[config.mk]
export PLATFORM = sky130hd
export DESIGN_NAME = tcp_segment_reassembly_tracker
export DESIGN_NICKNAME = d
export VERILOG_FILES = /design/src/hw/rtl/srt_pkg.sv /design/src/hw/rtl/tcp_segment_reassembly_tracker.sv /design/src/hw/rtl/srt_ram.sv /design/src/hw/rtl/srt_ctrl.sv /design/src/hw/rtl/srt_dpath.sv
export VERILOG_INCLUDE_DIRS = /design/src /design/src/hw/rtl
export SDC_FILE = /design/constraint.sdc
export NUM_CORES = 2
export LEC_CHECK = 0
export BUFFER_PORTS_ARGS = -buffer_cell sky130_fd_sc_hd__buf_2
export CAP_MARGIN = 20
export CORE_ASPECT_RATIO = 0.5
export CORE_MARGIN = 3
export CORE_UTILIZATION = 64
export CTS_BUF_LIST = sky130_fd_sc_hd__clkbuf_8
export CTS_CLUSTER_SIZE = 14
export DETAILED_ROUTE_END_ITERATION = 8
export MAX_ROUTING_LAYER = met4
export PLACE_DENSITY = 0.93
export SKIP_LAST_GASP = 1
export SYNTH_ARGS = -nofsm -noshare
export SYNTH_HDL_FRONTEND = slang
export SYNTH_HIERARCHICAL = 1
export SYNTH_SLANG_ARGS = --single-unit
[constraint.sdc]
create_clock -name clk -period 12.8 [get_ports clk]
set_input_delay 3.2 -clock clk [delete_from_list [all_inputs] [get_ports clk]]
set_output_delay 3.2 -clock clk [all_outputs]
set_load 0.01 [all_outputs]
[src/hw/rtl/tcp_segment_reassembly_tracker_macros.svh]
// assertion macros for the segment reassembly tracker
// used by the top level; expects clk and arst_n in the including scope
`ifndef TCP_SEGMENT_REASSEMBLY_TRACKER_MACROS_SVH
`define TCP_SEGMENT_REASSEMBLY_TRACKER_MACROS_SVH

`ifndef ASSERT_OFF
// property holds at every edge outside reset
`define SRT_ASSERT(lbl, prop, msg) \
	lbl: assert property (@(posedge clk) disable iff (!arst_n) (prop)) else $error(msg);
// antecedent in one cycle implies consequent in the next
`define SRT_ASSERT_NEXT(lbl, ante, cons, msg) \
	lbl: assert property (@(posedge clk) disable iff (!arst_n) (ante) |=> (cons)) \
		else $error(msg);
`else
`define SRT_ASSERT(lbl, prop, msg)
`define SRT_ASSERT_NEXT(lbl, ante, cons, msg)
`endif

`endif

[src/hw/rtl/srt_pkg.sv]
// shared types and constants of the segment reassembly tracker
// no dependencies
`default_nettype none

package srt_pkg;

	// field widths
	localparam int OFF_W   = 32;
	localparam int LEN_W   = 16;
	localparam int TAG_W   = 8;
	localparam int BYTES_W = 21;
	localparam int KIND_W  = 2;

	// stream word widths
	localparam int IN_DATA_W  = 56;
	localparam int OUT_DATA_W = 112;

	// configuration port
	localparam int ADDR_W = 3;
	localparam int DATA_W = 32;
	localparam logic [0:0] REG_START_OFFSET = 1'b0;

	// result kinds
	localparam logic [KIND_W-1:0] KIND_RELEASED = 2'd0;
	localparam logic [KIND_W-1:0] KIND_CACHED   = 2'd1;
	localparam logic [KIND_W-1:0] KIND_STALE    = 2'd2;
	localparam logic [KIND_W-1:0] KIND_DROPPED  = 2'd3;

	typedef enum logic [2:0] {
		ST_IDLE,
		ST_CLASSIFY,
		ST_SCAN_CHAIN,
		ST_HIT_WAIT,
		ST_SCAN_INSERT,
		ST_INSERT,
		ST_FINISH
	} srt_state_t;

	// controller to datapath
	typedef struct packed {
		logic load_seg;
		logic classify;
		logic scan_start;
		logic scan_run;
		logic chain_key;
		logic release_hit;
		logic insert;
		logic push;
		logic push_last;
	} srt_cmd_t;

	// datapath to controller
	typedef struct packed {
		logic eq;
		logic gt;
		logic hit;
		logic scan_end;
		logic out_free;
	} srt_sts_t;

endpackage

`default_nettype wire

[src/hw/rtl/tcp_segment_reassembly_tracker.sv]
// channel   dir  handshake                 payload
// s_axis    in   tvalid/tready             tdata: seg_offset, seg_length, buffer_tag
// m_axis    out  tvalid/tready, tlast      tdata: result fields, tuser: outcome
// apb       in   psel/penable/pwrite       start_offset at byte address 0
//
// one segment at a time, by a scan that reads one cache entry per cycle; a stale
// segment is answered without a scan, and after each chained release the scan starts
// again once the pending word has been sent to the output register
// reset clears the expected offset and all entry valid bits at once
// a stalled output word holds the block before it sends its next word
//
// top level of the segment reassembly tracker
// depends on srt_pkg, srt_ctrl, srt_dpath and the assertion macro header
`default_nettype none
`include "tcp_segment_reassembly_tracker_macros.svh"

module tcp_segment_reassembly_tracker #(
	parameter int CACHE_DEPTH = 16,
	parameter int TAG_BITS    = 8
) (
	input  wire logic                               clk,
	input  wire logic                               arst_n,
	// configuration port
	input  wire logic                               psel,
	input  wire logic                               penable,
	input  wire logic                               pwrite,
	input  wire logic [srt_pkg::ADDR_W-1:0]         paddr,
	input  wire logic [srt_pkg::DATA_W-1:0]         pwdata,
	output logic      [srt_pkg::DATA_W-1:0]         prdata,
	output logic                                    pready,
	// segment descriptors
	input  wire logic                               s_axis_tvalid,
	output logic                                    s_axis_tready,
	// seg_offset [31:0], seg_length [47:32], buffer_tag [55:48]
	input  wire logic [srt_pkg::IN_DATA_W-1:0]      s_axis_tdata,
	// results
	output logic                                    m_axis_tvalid,
	input  wire logic                               m_axis_tready,
	// rel_offset [31:0], rel_length [47:32], rel_tag [55:48],
	// bytes_done [76:56], expected_now [108:77], zero [111:109]
	output logic      [srt_pkg::OUT_DATA_W-1:0]     m_axis_tdata,
	// outcome [1:0]
	output logic      [srt_pkg::KIND_W-1:0]         m_axis_tuser,
	output logic                                    m_axis_tlast
);

	import srt_pkg::*;

	localparam int PAD_W = OUT_DATA_W - (2 * OFF_W + LEN_W + TAG_W + BYTES_W);

	srt_cmd_t           cmd;
	srt_sts_t           sts;
	logic [OFF_W-1:0]   start_offset_q;
	logic               cfg_write;
	logic               cfg_hit;
	logic [OFF_W-1:0]   out_offset;
	logic [LEN_W-1:0]   out_length;
	logic [TAG_W-1:0]   out_tag;
	logic [BYTES_W-1:0] out_bytes;
	logic [OFF_W-1:0]   out_expected;

	// register decode
	assign pready    = 1'b1;
	assign cfg_hit   = (paddr[ADDR_W-1:2] == REG_START_OFFSET);
	assign cfg_write = psel && penable && pwrite && pready && cfg_hit;

	always_ff @(posedge clk or negedge arst_n) begin
		if (!arst_n) begin
			start_offset_q <= '0;
		end else if (cfg_write) begin
			start_offset_q <= pwdata;
		end
	end

	assign prdata = cfg_hit ? start_offset_q : '0;

	srt_ctrl u_ctrl (
		.clk      (clk),
		.arst_n   (arst_n),
		.in_valid (s_axis_tvalid),
		.in_ready (s_axis_tready),
		.sts      (sts),
		.cmd      (cmd)
	);

	srt_dpath #(
		.CACHE_DEPTH (CACHE_DEPTH),
		.TAG_BITS    (TAG_BITS)
	) u_dpath (
		.clk          (clk),
		.arst_n       (arst_n),
		.cmd          (cmd),
		.sts          (sts),
		.in_offset    (s_axis_tdata[OFF_W-1:0]),
		.in_length    (s_axis_tdata[OFF_W+LEN_W-1:OFF_W]),
		.in_tag       (s_axis_tdata[OFF_W+LEN_W+TAG_W-1:OFF_W+LEN_W]),
		.cfg_load     (cfg_write),
		.cfg_value    (pwdata),
		.out_ready    (m_axis_tready),
		.out_valid    (m_axis_tvalid),
		.out_kind     (m_axis_tuser),
		.out_offset   (out_offset),
		.out_length   (out_length),
		.out_tag      (out_tag),
		.out_bytes    (out_bytes),
		.out_expected (out_expected),
		.out_last     (m_axis_tlast)
	);

	// result word packing
	assign m_axis_tdata = {{PAD_W{1'b0}}, out_expected, out_bytes, out_tag, out_length,
		out_offset};

	// checks
	`SRT_ASSERT_NEXT(a_one_segment, s_axis_tvalid && s_axis_tready, !s_axis_tready, "overlap")
	`SRT_ASSERT(a_push_free, !cmd.push || sts.out_free, "result word overwritten before taken")
	`SRT_ASSERT(a_hit_or_end, !(sts.hit && sts.scan_end), "scan reports hit and end together")

endmodule

`default_nettype wire

[src/hw/rtl/srt_ram.sv]
// generic single write port, single read port ram with registered read
// no dependencies
`default_nettype none

module srt_ram #(
	parameter int WIDTH = 8,
	parameter int DEPTH = 16
) (
	input  wire logic                                   clk,
	input  wire logic                                   we,
	input  wire logic [((DEPTH > 1) ? $clog2(DEPTH) : 1)-1:0] waddr,
	input  wire logic [WIDTH-1:0]                       wdata,
	input  wire logic                                   re,
	input  wire logic [((DEPTH > 1) ? $clog2(DEPTH) : 1)-1:0] raddr,
	output logic      [WIDTH-1:0]                       rdata
);

	logic [WIDTH-1:0] mem_q [DEPTH];

	// write port
	always_ff @(posedge clk) begin
		if (we) begin
			mem_q[waddr] <= wdata;
		end
	end

	// registered read port
	always_ff @(posedge clk) begin
		if (re) begin
			rdata <= mem_q[raddr];
		end
	end

endmodule

`default_nettype wire

[src/hw/rtl/srt_ctrl.sv]
// controller state machine of the segment reassembly tracker
// depends on srt_pkg
`default_nettype none

module srt_ctrl (
	input  wire logic              clk,
	input  wire logic              arst_n,
	input  wire logic              in_valid,
	output logic                   in_ready,
	input  wire srt_pkg::srt_sts_t sts,
	output srt_pkg::srt_cmd_t      cmd
);

	import srt_pkg::*;

	srt_state_t state_q;
	srt_state_t state_d;

	// state register
	always_ff @(posedge clk or negedge arst_n) begin
		if (!arst_n) begin
			state_q <= ST_IDLE;
		end else begin
			state_q <= state_d;
		end
	end

	// next state and commands
	always_comb begin
		state_d  = state_q;
		cmd      = '0;
		in_ready = 1'b0;
		unique case (state_q)
			ST_IDLE: begin
				in_ready = 1'b1;
				if (in_valid) begin
					cmd.load_seg = 1'b1;
					state_d      = ST_CLASSIFY;
				end
			end
			ST_CLASSIFY: begin
				cmd.classify = 1'b1;
				if (sts.eq) begin
					cmd.scan_start = 1'b1;
					state_d        = ST_SCAN_CHAIN;
				end else if (sts.gt) begin
					cmd.scan_start = 1'b1;
					state_d        = ST_SCAN_INSERT;
				end else begin
					state_d = ST_FINISH;
				end
			end
			// look for a cached segment at the expected offset
			ST_SCAN_CHAIN: begin
				cmd.chain_key = 1'b1;
				if (sts.hit) begin
					state_d = ST_HIT_WAIT;
				end else if (sts.scan_end) begin
					state_d = ST_FINISH;
				end else begin
					cmd.scan_run = 1'b1;
				end
			end
			// send the pending word and release the found entry
			ST_HIT_WAIT: begin
				if (sts.out_free) begin
					cmd.push        = 1'b1;
					cmd.release_hit = 1'b1;
					cmd.scan_start  = 1'b1;
					state_d         = ST_SCAN_CHAIN;
				end
			end
			// look for a duplicate offset and a free slot
			ST_SCAN_INSERT: begin
				if (sts.hit || sts.scan_end) begin
					state_d = ST_INSERT;
				end else begin
					cmd.scan_run = 1'b1;
				end
			end
			ST_INSERT: begin
				cmd.insert = 1'b1;
				state_d    = ST_FINISH;
			end
			ST_FINISH: begin
				if (sts.out_free) begin
					cmd.push      = 1'b1;
					cmd.push_last = 1'b1;
					state_d       = ST_IDLE;
				end
			end
			default: begin
				state_d = ST_IDLE;
			end
		endcase
	end

endmodule

`default_nettype wire

[src/hw/rtl/srt_dpath.sv]
// datapath of the segment reassembly tracker: offsets, cache, output register
// depends on srt_pkg and srt_ram
`default_nettype none

module srt_dpath #(
	parameter int CACHE_DEPTH = 16,
	parameter int TAG_BITS    = 8
) (
	input  wire logic                          clk,
	input  wire logic                          arst_n,
	input  wire srt_pkg::srt_cmd_t             cmd,
	output srt_pkg::srt_sts_t                  sts,
	input  wire logic [srt_pkg::OFF_W-1:0]     in_offset,
	input  wire logic [srt_pkg::LEN_W-1:0]     in_length,
	input  wire logic [srt_pkg::TAG_W-1:0]     in_tag,
	input  wire logic                          cfg_load,
	input  wire logic [srt_pkg::OFF_W-1:0]     cfg_value,
	input  wire logic                          out_ready,
	output logic                               out_valid,
	output logic      [srt_pkg::KIND_W-1:0]    out_kind,
	output logic      [srt_pkg::OFF_W-1:0]     out_offset,
	output logic      [srt_pkg::LEN_W-1:0]     out_length,
	output logic      [srt_pkg::TAG_W-1:0]     out_tag,
	output logic      [srt_pkg::BYTES_W-1:0]   out_bytes,
	output logic      [srt_pkg::OFF_W-1:0]     out_expected,
	output logic                               out_last
);

	import srt_pkg::*;

	localparam int AW = (CACHE_DEPTH > 1) ? $clog2(CACHE_DEPTH) : 1;
	localparam int CW = $clog2(CACHE_DEPTH + 1);
	localparam int EW = OFF_W + LEN_W + TAG_BITS;
	localparam int TW = (TAG_BITS > TAG_W) ? TAG_BITS : TAG_W;
	localparam logic [TAG_W-1:0] TAG_MASK = TAG_W'((32'd1 << TAG_BITS) - 32'd1);

	// segment being worked on
	logic [OFF_W-1:0]   seg_off_q;
	logic [LEN_W-1:0]   seg_len_q;
	logic [TAG_W-1:0]   seg_tag_q;
	logic [OFF_W-1:0]   expected_q;
	logic [BYTES_W-1:0] total_q;

	// pending result word
	logic [KIND_W-1:0]  pend_kind_q;
	logic [OFF_W-1:0]   pend_off_q;
	logic [LEN_W-1:0]   pend_len_q;
	logic [TAG_W-1:0]   pend_tag_q;
	logic [BYTES_W-1:0] pend_bytes_q;
	logic [OFF_W-1:0]   pend_exp_q;

	// cache valid bits and scan
	logic [CACHE_DEPTH-1:0] valid_q;
	logic [CW-1:0]          scan_idx_q;
	logic                   rd_valid_s1;
	logic [AW-1:0]          addr_s1;
	logic                   hit_q;
	logic [AW-1:0]          hit_idx_q;
	logic [OFF_W-1:0]       hit_off_q;
	logic [LEN_W-1:0]       hit_len_q;
	logic [TAG_W-1:0]       hit_tag_q;
	logic                   free_found_q;
	logic [AW-1:0]          free_idx_q;

	// output register
	logic               out_valid_q;
	logic [KIND_W-1:0]  out_kind_q;
	logic [OFF_W-1:0]   out_off_q;
	logic [LEN_W-1:0]   out_len_q;
	logic [TAG_W-1:0]   out_tag_q;
	logic [BYTES_W-1:0] out_bytes_q;
	logic [OFF_W-1:0]   out_exp_q;
	logic               out_last_q;

	logic                issue;
	logic [EW-1:0]       rdata;
	logic [OFF_W-1:0]    rd_off;
	logic [LEN_W-1:0]    rd_len;
	logic [TAG_BITS-1:0] rd_tag;
	logic [TW-1:0]       rd_tag_ext;
	logic [TW-1:0]       seg_tag_ext;
	logic [OFF_W-1:0]    key;
	logic                hit;
	logic                we;
	logic [AW-1:0]       waddr;
	logic [EW-1:0]       wdata;
	logic [OFF_W-1:0]    seg_end;
	logic [OFF_W-1:0]    rel_exp;
	logic [BYTES_W-1:0]  rel_total;
	logic                out_free;

	// scan address issue and entry compare
	assign issue      = cmd.scan_run && (scan_idx_q < CW'(CACHE_DEPTH));
	assign rd_off     = rdata[OFF_W-1:0];
	assign rd_len     = rdata[OFF_W+LEN_W-1:OFF_W];
	assign rd_tag     = rdata[EW-1:OFF_W+LEN_W];
	assign rd_tag_ext = TW'(rd_tag);
	assign key        = cmd.chain_key ? expected_q : seg_off_q;
	assign hit        = rd_valid_s1 && valid_q[addr_s1] && (rd_off == key);

	// arithmetic on offsets and byte total
	assign seg_end   = seg_off_q + OFF_W'(seg_len_q);
	assign rel_exp   = expected_q + OFF_W'(hit_len_q);
	assign rel_total = total_q + BYTES_W'(hit_len_q);

	// cache write on insert: duplicate slot first, else first free slot
	assign seg_tag_ext = TW'(seg_tag_q);
	assign we          = cmd.insert && (hit_q || free_found_q);
	assign waddr       = hit_q ? hit_idx_q : free_idx_q;
	assign wdata       = {seg_tag_ext[TAG_BITS-1:0], seg_len_q, seg_off_q};

	assign out_free = !out_valid_q || out_ready;

	// status to controller
	always_comb begin
		sts.eq       = (seg_off_q == expected_q);
		sts.gt       = (seg_off_q > expected_q);
		sts.hit      = hit;
		sts.scan_end = rd_valid_s1 && !hit && (addr_s1 == AW'(CACHE_DEPTH - 1));
		sts.out_free = out_free;
	end

	srt_ram #(
		.WIDTH (EW),
		.DEPTH (CACHE_DEPTH)
	) u_cache (
		.clk   (clk),
		.we    (we),
		.waddr (waddr),
		.wdata (wdata),
		.re    (issue),
		.raddr (scan_idx_q[AW-1:0]),
		.rdata (rdata)
	);

	// control state
	always_ff @(posedge clk or negedge arst_n) begin
		if (!arst_n) begin
			expected_q   <= '0;
			valid_q      <= '0;
			scan_idx_q   <= '0;
			rd_valid_s1  <= 1'b0;
			hit_q        <= 1'b0;
			free_found_q <= 1'b0;
			out_valid_q  <= 1'b0;
		end else begin
			// expected offset
			if (cfg_load) begin
				expected_q <= cfg_value;
			end else if (cmd.classify && sts.eq) begin
				expected_q <= seg_end;
			end else if (cmd.release_hit) begin
				expected_q <= rel_exp;
			end

			// entry valid bits
			if (cmd.release_hit) begin
				valid_q[hit_idx_q] <= 1'b0;
			end else if (we) begin
				valid_q[waddr] <= 1'b1;
			end

			// scan counter and read stage
			if (cmd.scan_start) begin
				scan_idx_q   <= '0;
				rd_valid_s1  <= 1'b0;
				hit_q        <= 1'b0;
				free_found_q <= 1'b0;
			end else begin
				if (issue) begin
					scan_idx_q <= scan_idx_q + CW'(1);
				end
				rd_valid_s1 <= issue;
				if (hit) begin
					hit_q <= 1'b1;
				end
				if (rd_valid_s1 && !valid_q[addr_s1] && !free_found_q) begin
					free_found_q <= 1'b1;
				end
			end

			// output word handshake
			if (cmd.push) begin
				out_valid_q <= 1'b1;
			end else if (out_ready) begin
				out_valid_q <= 1'b0;
			end
		end
	end

	// payload registers
	always_ff @(posedge clk) begin
		if (cmd.load_seg) begin
			seg_off_q <= in_offset;
			seg_len_q <= in_length;
			seg_tag_q <= in_tag & TAG_MASK;
		end

		addr_s1 <= scan_idx_q[AW-1:0];

		// found entry and first free slot
		if (!cmd.scan_start && hit) begin
			hit_idx_q <= addr_s1;
			hit_off_q <= rd_off;
			hit_len_q <= rd_len;
			hit_tag_q <= rd_tag_ext[TAG_W-1:0];
		end
		if (!cmd.scan_start && rd_valid_s1 && !valid_q[addr_s1] && !free_found_q) begin
			free_idx_q <= addr_s1;
		end

		// running released byte total
		if (cmd.classify) begin
			total_q <= BYTES_W'(seg_len_q);
		end else if (cmd.release_hit) begin
			total_q <= rel_total;
		end

		// pending result word
		if (cmd.classify) begin
			pend_off_q <= seg_off_q;
			pend_len_q <= seg_len_q;
			pend_tag_q <= seg_tag_q;
			if (sts.eq) begin
				pend_kind_q  <= KIND_RELEASED;
				pend_bytes_q <= BYTES_W'(seg_len_q);
				pend_exp_q   <= seg_end;
			end else if (sts.gt) begin
				pend_kind_q  <= KIND_CACHED;
				pend_bytes_q <= BYTES_W'(seg_len_q);
				pend_exp_q   <= expected_q;
			end else begin
				pend_kind_q  <= KIND_STALE;
				pend_bytes_q <= '0;
				pend_exp_q   <= expected_q;
			end
		end else if (cmd.release_hit) begin
			pend_kind_q  <= KIND_RELEASED;
			pend_off_q   <= hit_off_q;
			pend_len_q   <= hit_len_q;
			pend_tag_q   <= hit_tag_q;
			pend_bytes_q <= rel_total;
			pend_exp_q   <= rel_exp;
		end else if (cmd.insert && !we) begin
			pend_kind_q  <= KIND_DROPPED;
			pend_bytes_q <= '0;
		end

		// output word
		if (cmd.push) begin
			out_kind_q  <= pend_kind_q;
			out_off_q   <= pend_off_q;
			out_len_q   <= pend_len_q;
			out_tag_q   <= pend_tag_q;
			out_bytes_q <= pend_bytes_q;
			out_exp_q   <= pend_exp_q;
			out_last_q  <= cmd.push_last;
		end
	end

	assign out_valid    = out_valid_q;
	assign out_kind     = out_kind_q;
	assign out_offset   = out_off_q;
	assign out_length   = out_len_q;
	assign out_tag      = out_tag_q;
	assign out_bytes    = out_bytes_q;
	assign out_expected = out_exp_q;
	assign out_last     = out_last_q;

endmodule

`default_nettype wire
# Word level (Yosys, flattened, before mapping)
# Memories as Yosys holds them, arrays and structs flattened. A register that Yosys moved wholly into a read port is not among the register bits.
# Index checks and enable logic that the tools add are counted.
[op_classes] add_sub_neg=4 n_lt_le_gt_ge=7 n_eq_ne=14 muxes=71 bitwise=4 n_reduce_logical=38
[op_table] op="32-bit 2-to-1 mux" count=9
[op_table] op="16-bit 2-to-1 mux" count=7
[op_table] op="21-bit 2-to-1 mux" count=4
[op_table] op="32-bit by 16-bit adder with 32-bit output" count=2
[op_table] op="32-bit == test" count=2
[op_table] op="32-bit greater-than comparator" count=1
[op_table] op="1-bit 2-to-1 mux" count=25
[op_table] op="21-bit by 16-bit adder with 21-bit output" count=1
[op_table] op="3-bit 2-to-1 mux" count=7
[op_table] op="3-bit one-hot mux with 7 select lines" count=1
[op_table] op="1-bit logical AND" count=19
[op_table] op="16-bit bitwise AND" count=1
[op_table] op="8-bit 2-to-1 mux" count=2
[op_table] op="16-bit inverter" count=1
[op_table] op="16-bit OR" count=1
[op_table] op="4-bit by 5-bit less-than comparator with 1-bit output, second input constant" count=3
[op_table] op="2-bit 2-to-1 mux" count=7
[op_table] op="2-bit nonzero test" count=6
[op_table] op="5-bit 2-to-1 mux" count=2
[op_table] op="3-bit == test, second input constant" count=3
[op_table] op="1-bit demux with 4-bit select" count=2
[op_table] op="4-bit by 1-bit greater-or-equal comparator with 1-bit output, second input constant" count=2
[op_table] op="3-bit by 2-bit == test with 1-bit output, second input constant" count=2
[op_table] op="1-bit zero test" count=6
[op_table] op="15 further kinds" count=22
[word_totals] regBits=460 ramBits=896 inputBits=98 out_inout_bits=150 word_cells=172 mem_count=1
[memory_table] name="u_dpath.u_cache.mem_q" depth=16 width=56 read_ports=1 rd_ports_with_merged_regs=1 write_ports=1 line="srt_ram.sv:18" rtl="logic [WIDTH-1:0] mem_q [DEPTH];"

# Depth between registers and ports, before layout
[logic_depth] depth_word=14 ltp_mapped=16 ltp_nobuf=14

# Modules after synthesis
# The synthesis kept the hierarchy.
[modules_own_cells] module="srt_ram" n_inst=1 cells_each=1445 area_per_inst_um2=35238.8 seq_area_each_um2=28587.4
[modules_own_cells] module="srt_dpath" n_inst=1 cells_each=1568 area_per_inst_um2=20229.4 seq_area_each_um2=12386.9
[modules_own_cells] module="tcp_segment_reassembly_tracker" n_inst=1 cells_each=110 area_per_inst_um2=1580.3 seq_area_each_um2=800.8
[modules_own_cells] module="srt_ctrl" n_inst=1 cells_each=40 area_per_inst_um2=295.3 seq_area_each_um2=75.1

# Least setup slack after synthesis
# Ideal clock, no wire load.
[synth_path] path_type="input-to-reg" from="input port m_axis_tready" to="register u_dpath.hit_idx_q[0], enable pin" setup_time_ns=0.626 arrival_time_ns=9.759 t_required_ns=12.174 path_slack_ns=2.415 path_stages=7 path_buffers=2 path_cell_list="nand2b_1 > buf_4 > nand2_1 > nor2_1 > a21o_1 > clkbuf_1 > nor4_1"
[synth_rtl] element="from (decl)" line="tcp_segment_reassembly_tracker.sv:38" rtl="input wire logic m_axis_tready,"
[synth_rtl] element="to (signal assigned)" line="srt_dpath.sv:203" rtl="hit_idx_q <= addr_s1;"
[synth_rtl] element="to (decl)" line="srt_dpath.sv:58" rtl="logic [AW-1:0] hit_idx_q;"

# Final worst setup path
[layout_path] from="input port paddr[2] in the netlist's numbering" to="output port prdata[24] in the netlist's numbering"
[layout_via] elab_chain_len=1
[layout_rtl] element="from (decl)" line="tcp_segment_reassembly_tracker.sv:27" rtl="input wire logic [srt_pkg::ADDR_W-1:0] paddr,"
[layout_rtl] element="32-bit 2-to-1 mux" line="tcp_segment_reassembly_tracker.sv:75" rtl="assign prdata = cfg_hit ? start_offset_q : '0;"
[layout_rtl] element="to (decl)" line="tcp_segment_reassembly_tracker.sv:29" rtl="output logic [srt_pkg::DATA_W-1:0] prdata,"
# No other way between the ends.

==> summary.txt <==
Run status
  • Status: complete, but fails checks
  • Failing checks: DRC

Synth
  • Post-synth EDFFs: ~1300
  • Synthesized flop and latch total: about 1400
  • Gate Count Post-Synth: 3163
  • Avg Cell Area, Syn: between 15 and 20 sq um
  • Synth Flop Type: edfxtp_1
  • Count of different cell masters after synthesis: 99
  • Yosys Warn Count: 6
  • Area share of the largest cell type after synthesis: 68.7%
  • Largest area contributor in the netlist: edfxtp_1
  • Syn Std Cell Area: between 0.05 and 0.06 sq mm
  • Synth cell count leaders: 1311 x edfxtp_1, 229 x mux4_2, 167 x nand2_1
  • Ranking of synthesized cells by area: edfxtp_1 69%, mux4_2 9.0%, dfrtp_1 4.0%
  • Most instantiated library cell after synthesis: edfxtp_1
  • Async set-or-reset flop fraction in the synthesized netlist: roughly 6.5%
  • Sequential cell area fraction in the yosys report: 73.0%

Timing
  • Final Max Tran Viols: 0
  • RSZ-0062 raised after global routing: no
  • Setup TNS: 0 ns
  • Tcrit/Tclk final: between 50% and 60%
  • Hold slack: roughly 0.4 ns
  • Slew HR: 18.1%
  • Clock skew: 0.0805 ns
  • # setup viols final: 0
  • Worst Tran Pin Value: between 1 and 1.5 ns
  • Post-layout min period: roughly 7.1 ns
  • FMAX: roughly 0.14 GHz
  • Fin. Hold Viols: 0

Power
  • Clock Power Share: between 20% and 30%
  • Pleak: 0.0218 uW
  • P per Cell Area: about 210 mW/mm^2
  • Max VDD drop: roughly 190 uV
  • P_int: ~8500 uW
  • Sw Share: 34.4%
  • Sw power: between 4000 and 5000 uW
  • Gate power share: a little over a quarter
  • Seq pwr share: between 40% and 50%

Routing
  • Routed WL per cell: between 30 and 40 um
  • Drt first pass iters: 9
  • DRT iter0 DRCs: 7232
  • Final ANT Viol Nets: 0
  • Total wire length: about 180000 um
  • Vias: around 36000
  • Vias per cell: around 7.4
  • Post-route DRC: 5

Place
  • DPL Wire Length: ~96000 um
  • Routability Congestion: 0.938
  • Placed Cells incl. Taps: 4498
  • # port buffers: roughly 240

Floorplanning
  • Die footprint: between 0.09 and 0.1 sq mm
  • IO Pins: between 200 and 250
  • Core Area: around 0.087 sq mm
  • Initial core utilization: approximately two thirds
  • Die extent in x: approximately 430 um
  • # rows: 76
  • Die height: 218 um

Worst setup path
  • CP max stage cell: buf_2
  • Most common cell on crit path: buf_2
  • Worst EP required: ~9.6 ns
  • Critical path type: primary input to output port
  • Startpoint Class: primary input
  • Worst path max stage delay: roughly 0.45 ns
  • WP buf/inv: 2
  • Largest fanout on the critical path: 33
  • Top delay family on crit path: buffers and inverters
  • CP cell instances: buf_2 > nor2b_1 > buf_2
  • Worst Setup End Kind: output port
  • Worst Path Arrival: 3.94 ns

Flow run
  • Max-cap violations: 0

Final layout
  • Layout Nets: roughly 3700
  • Area Overhead vs Synth: 10.7%
  • Layout cells sized above 1: between 20% and 30%
  • Non-filler cells, final: ~4800

Clock network
  • Longest Clk Path Bufs: 3
  • Cts repair resizes: 0
  • Post-CTS Hold Buffers: 0
  • Root Driver: clkbuf_8
  • Postcts setup bufs: 0
  • H-tree levels: 4
  • CTS Buf Count: 180
  • Clock latency on the worst-skew pair: roughly 0.95 ns
  • CTS tree: built
  • # clock sinks: ~1400
  • Worst-path clk slew: 0.07 ns

Global route
  • Largest net degree at the start of global routing: between 100 and 150
  • Overall Global Routing Usage: 38.1%
  • Vias in the first global route: around 35000
  • Global-route wire length before repair: approximately 250000 um
  • Initial antenna violation count: 9
  • Total grt overflow: 0

Worst hold path
  • Hold WC Path Type: flop to flop
[power by group through the flow]
stage                     Combinational, uW  Sequential [uW]  Clock [uW]
after floorplan                        2310             6050           0
after global placement                 3040             6190           0
after detailed placement               3270             6240           0
after CTS                              3360             6170        3210
after global routing                   3660             6240        3430
final                                  3540             6230        3250
[state kept, by name, indices dropped and copies added (netlist names), 32 cells and up]
register and cells:
start_offset_q 32, u_dpath/expected_q 32, u_dpath/hit_off_q 32, u_dpath/out_expected 32, u_dpath/out_offset 32, u_dpath/pend_exp_q 32, u_dpath/pend_off_q 32, u_dpath/seg_off_q 32
u_dpath/u_cache/mem_q 896, u_dpath/u_cache/rdata 56
[area by class of cell]
cell class,instances,area (sq um)
Sequential cell,1412,41900
Fill cell,4351,23900
Multi-Input combinational cell,1521,14500
Clock buffer,195,2680
Timing Repair Buffer,322,2010
Tap cell,1170,1460
Clock inverter,130,646
Inverter,82,308
Antenna cell,9,22.5
[cells by family after synthesis]
| group | after synthesis | synth area share, % |
|---|---|---|
| flip-flops | 1412 | 73.0 |
| adder cells (fa/ha/maj) | 84 | 1.87 |
| other | 2 | 0.0131 |
| XOR/XNOR | 117 | 1.79 |
| buffers and inverters | 232 | 2.07 |
| multiplexers | 361 | 11.7 |
| AO/OA/AOI/OAI | 470 | 5.46 |
| AND/OR/NAND/NOR | 485 | 4.15 |
[cells in the final DEF, fill, tap and decap left out, types with 82 or more instances in the layout]
master,synthesis,layout
xnor2_1,82,82
mux4_2,229,229
nand2_1,167,167
o21ai_0,135,135
nor2_1,112,97
dfrtp_1,92,90
a22oi_1,114,114
clkbuf_8,5,195
inv_1,82,140
buf_2,24,240
edfxtp_1,1311,1311
[metrics by stage]
step | cell area (sq um) | power [uW] | util, % | setup slack [ns]
after floorplan | 57400 | 8360 | - | 2.41
after global placement | 59900 | 9240 | 68.5 | 5.70
after detailed placement | 59900 | 9510 | 68.5 | 5.66
after CTS | 63200 | 12700 | 72.4 | 5.63
after global routing | 63500 | 13300 | 72.6 | 5.54
final | 63500 | 13000 | 72.7 | 5.66
[worst paths after layout]
check / startpoint / to / slack [ns] / depth (start not counted)
worst max-delay path: paddr[2] / prdata[24] / 5.66 / 3
worst min-delay path: u_dpath/pend_len_q[1]$_DFFE_PP_ / u_dpath/out_length[1]$_DFFE_PP_ / 0.40 / 0
worst max register to register: u_ctrl/state_q[2]$_DFFE_PN0P_ / u_dpath/scan_idx_q[3]$_DFFE_PN0P_ / 6.54 / 16
worst min register to register: u_dpath/pend_len_q[1]$_DFFE_PP_ / u_dpath/out_length[1]$_DFFE_PP_ / 0.40 / 0
max in group asynchronous: arst_n / start_offset_q[12]$_DFFE_PN0P_ / 9.31 / 2
min in group asynchronous: arst_n / u_dpath/valid_q[6]$_DFFE_PN0P_ / 2.22 / 1
[routing by layer]
metal | GRT usage, % | part of all wire (%) | vias up
li1 | - | - | 13300
met1 | 49.0 | 32 | 17100
met2 | 54.5 | 44 | 4219
met3 | 13.5 | 18 | 953
met4 | 19.4 | 6.5 | 0
met5 | - | 0 | -
No activity file was read; power rests on OpenSTA's default activity.
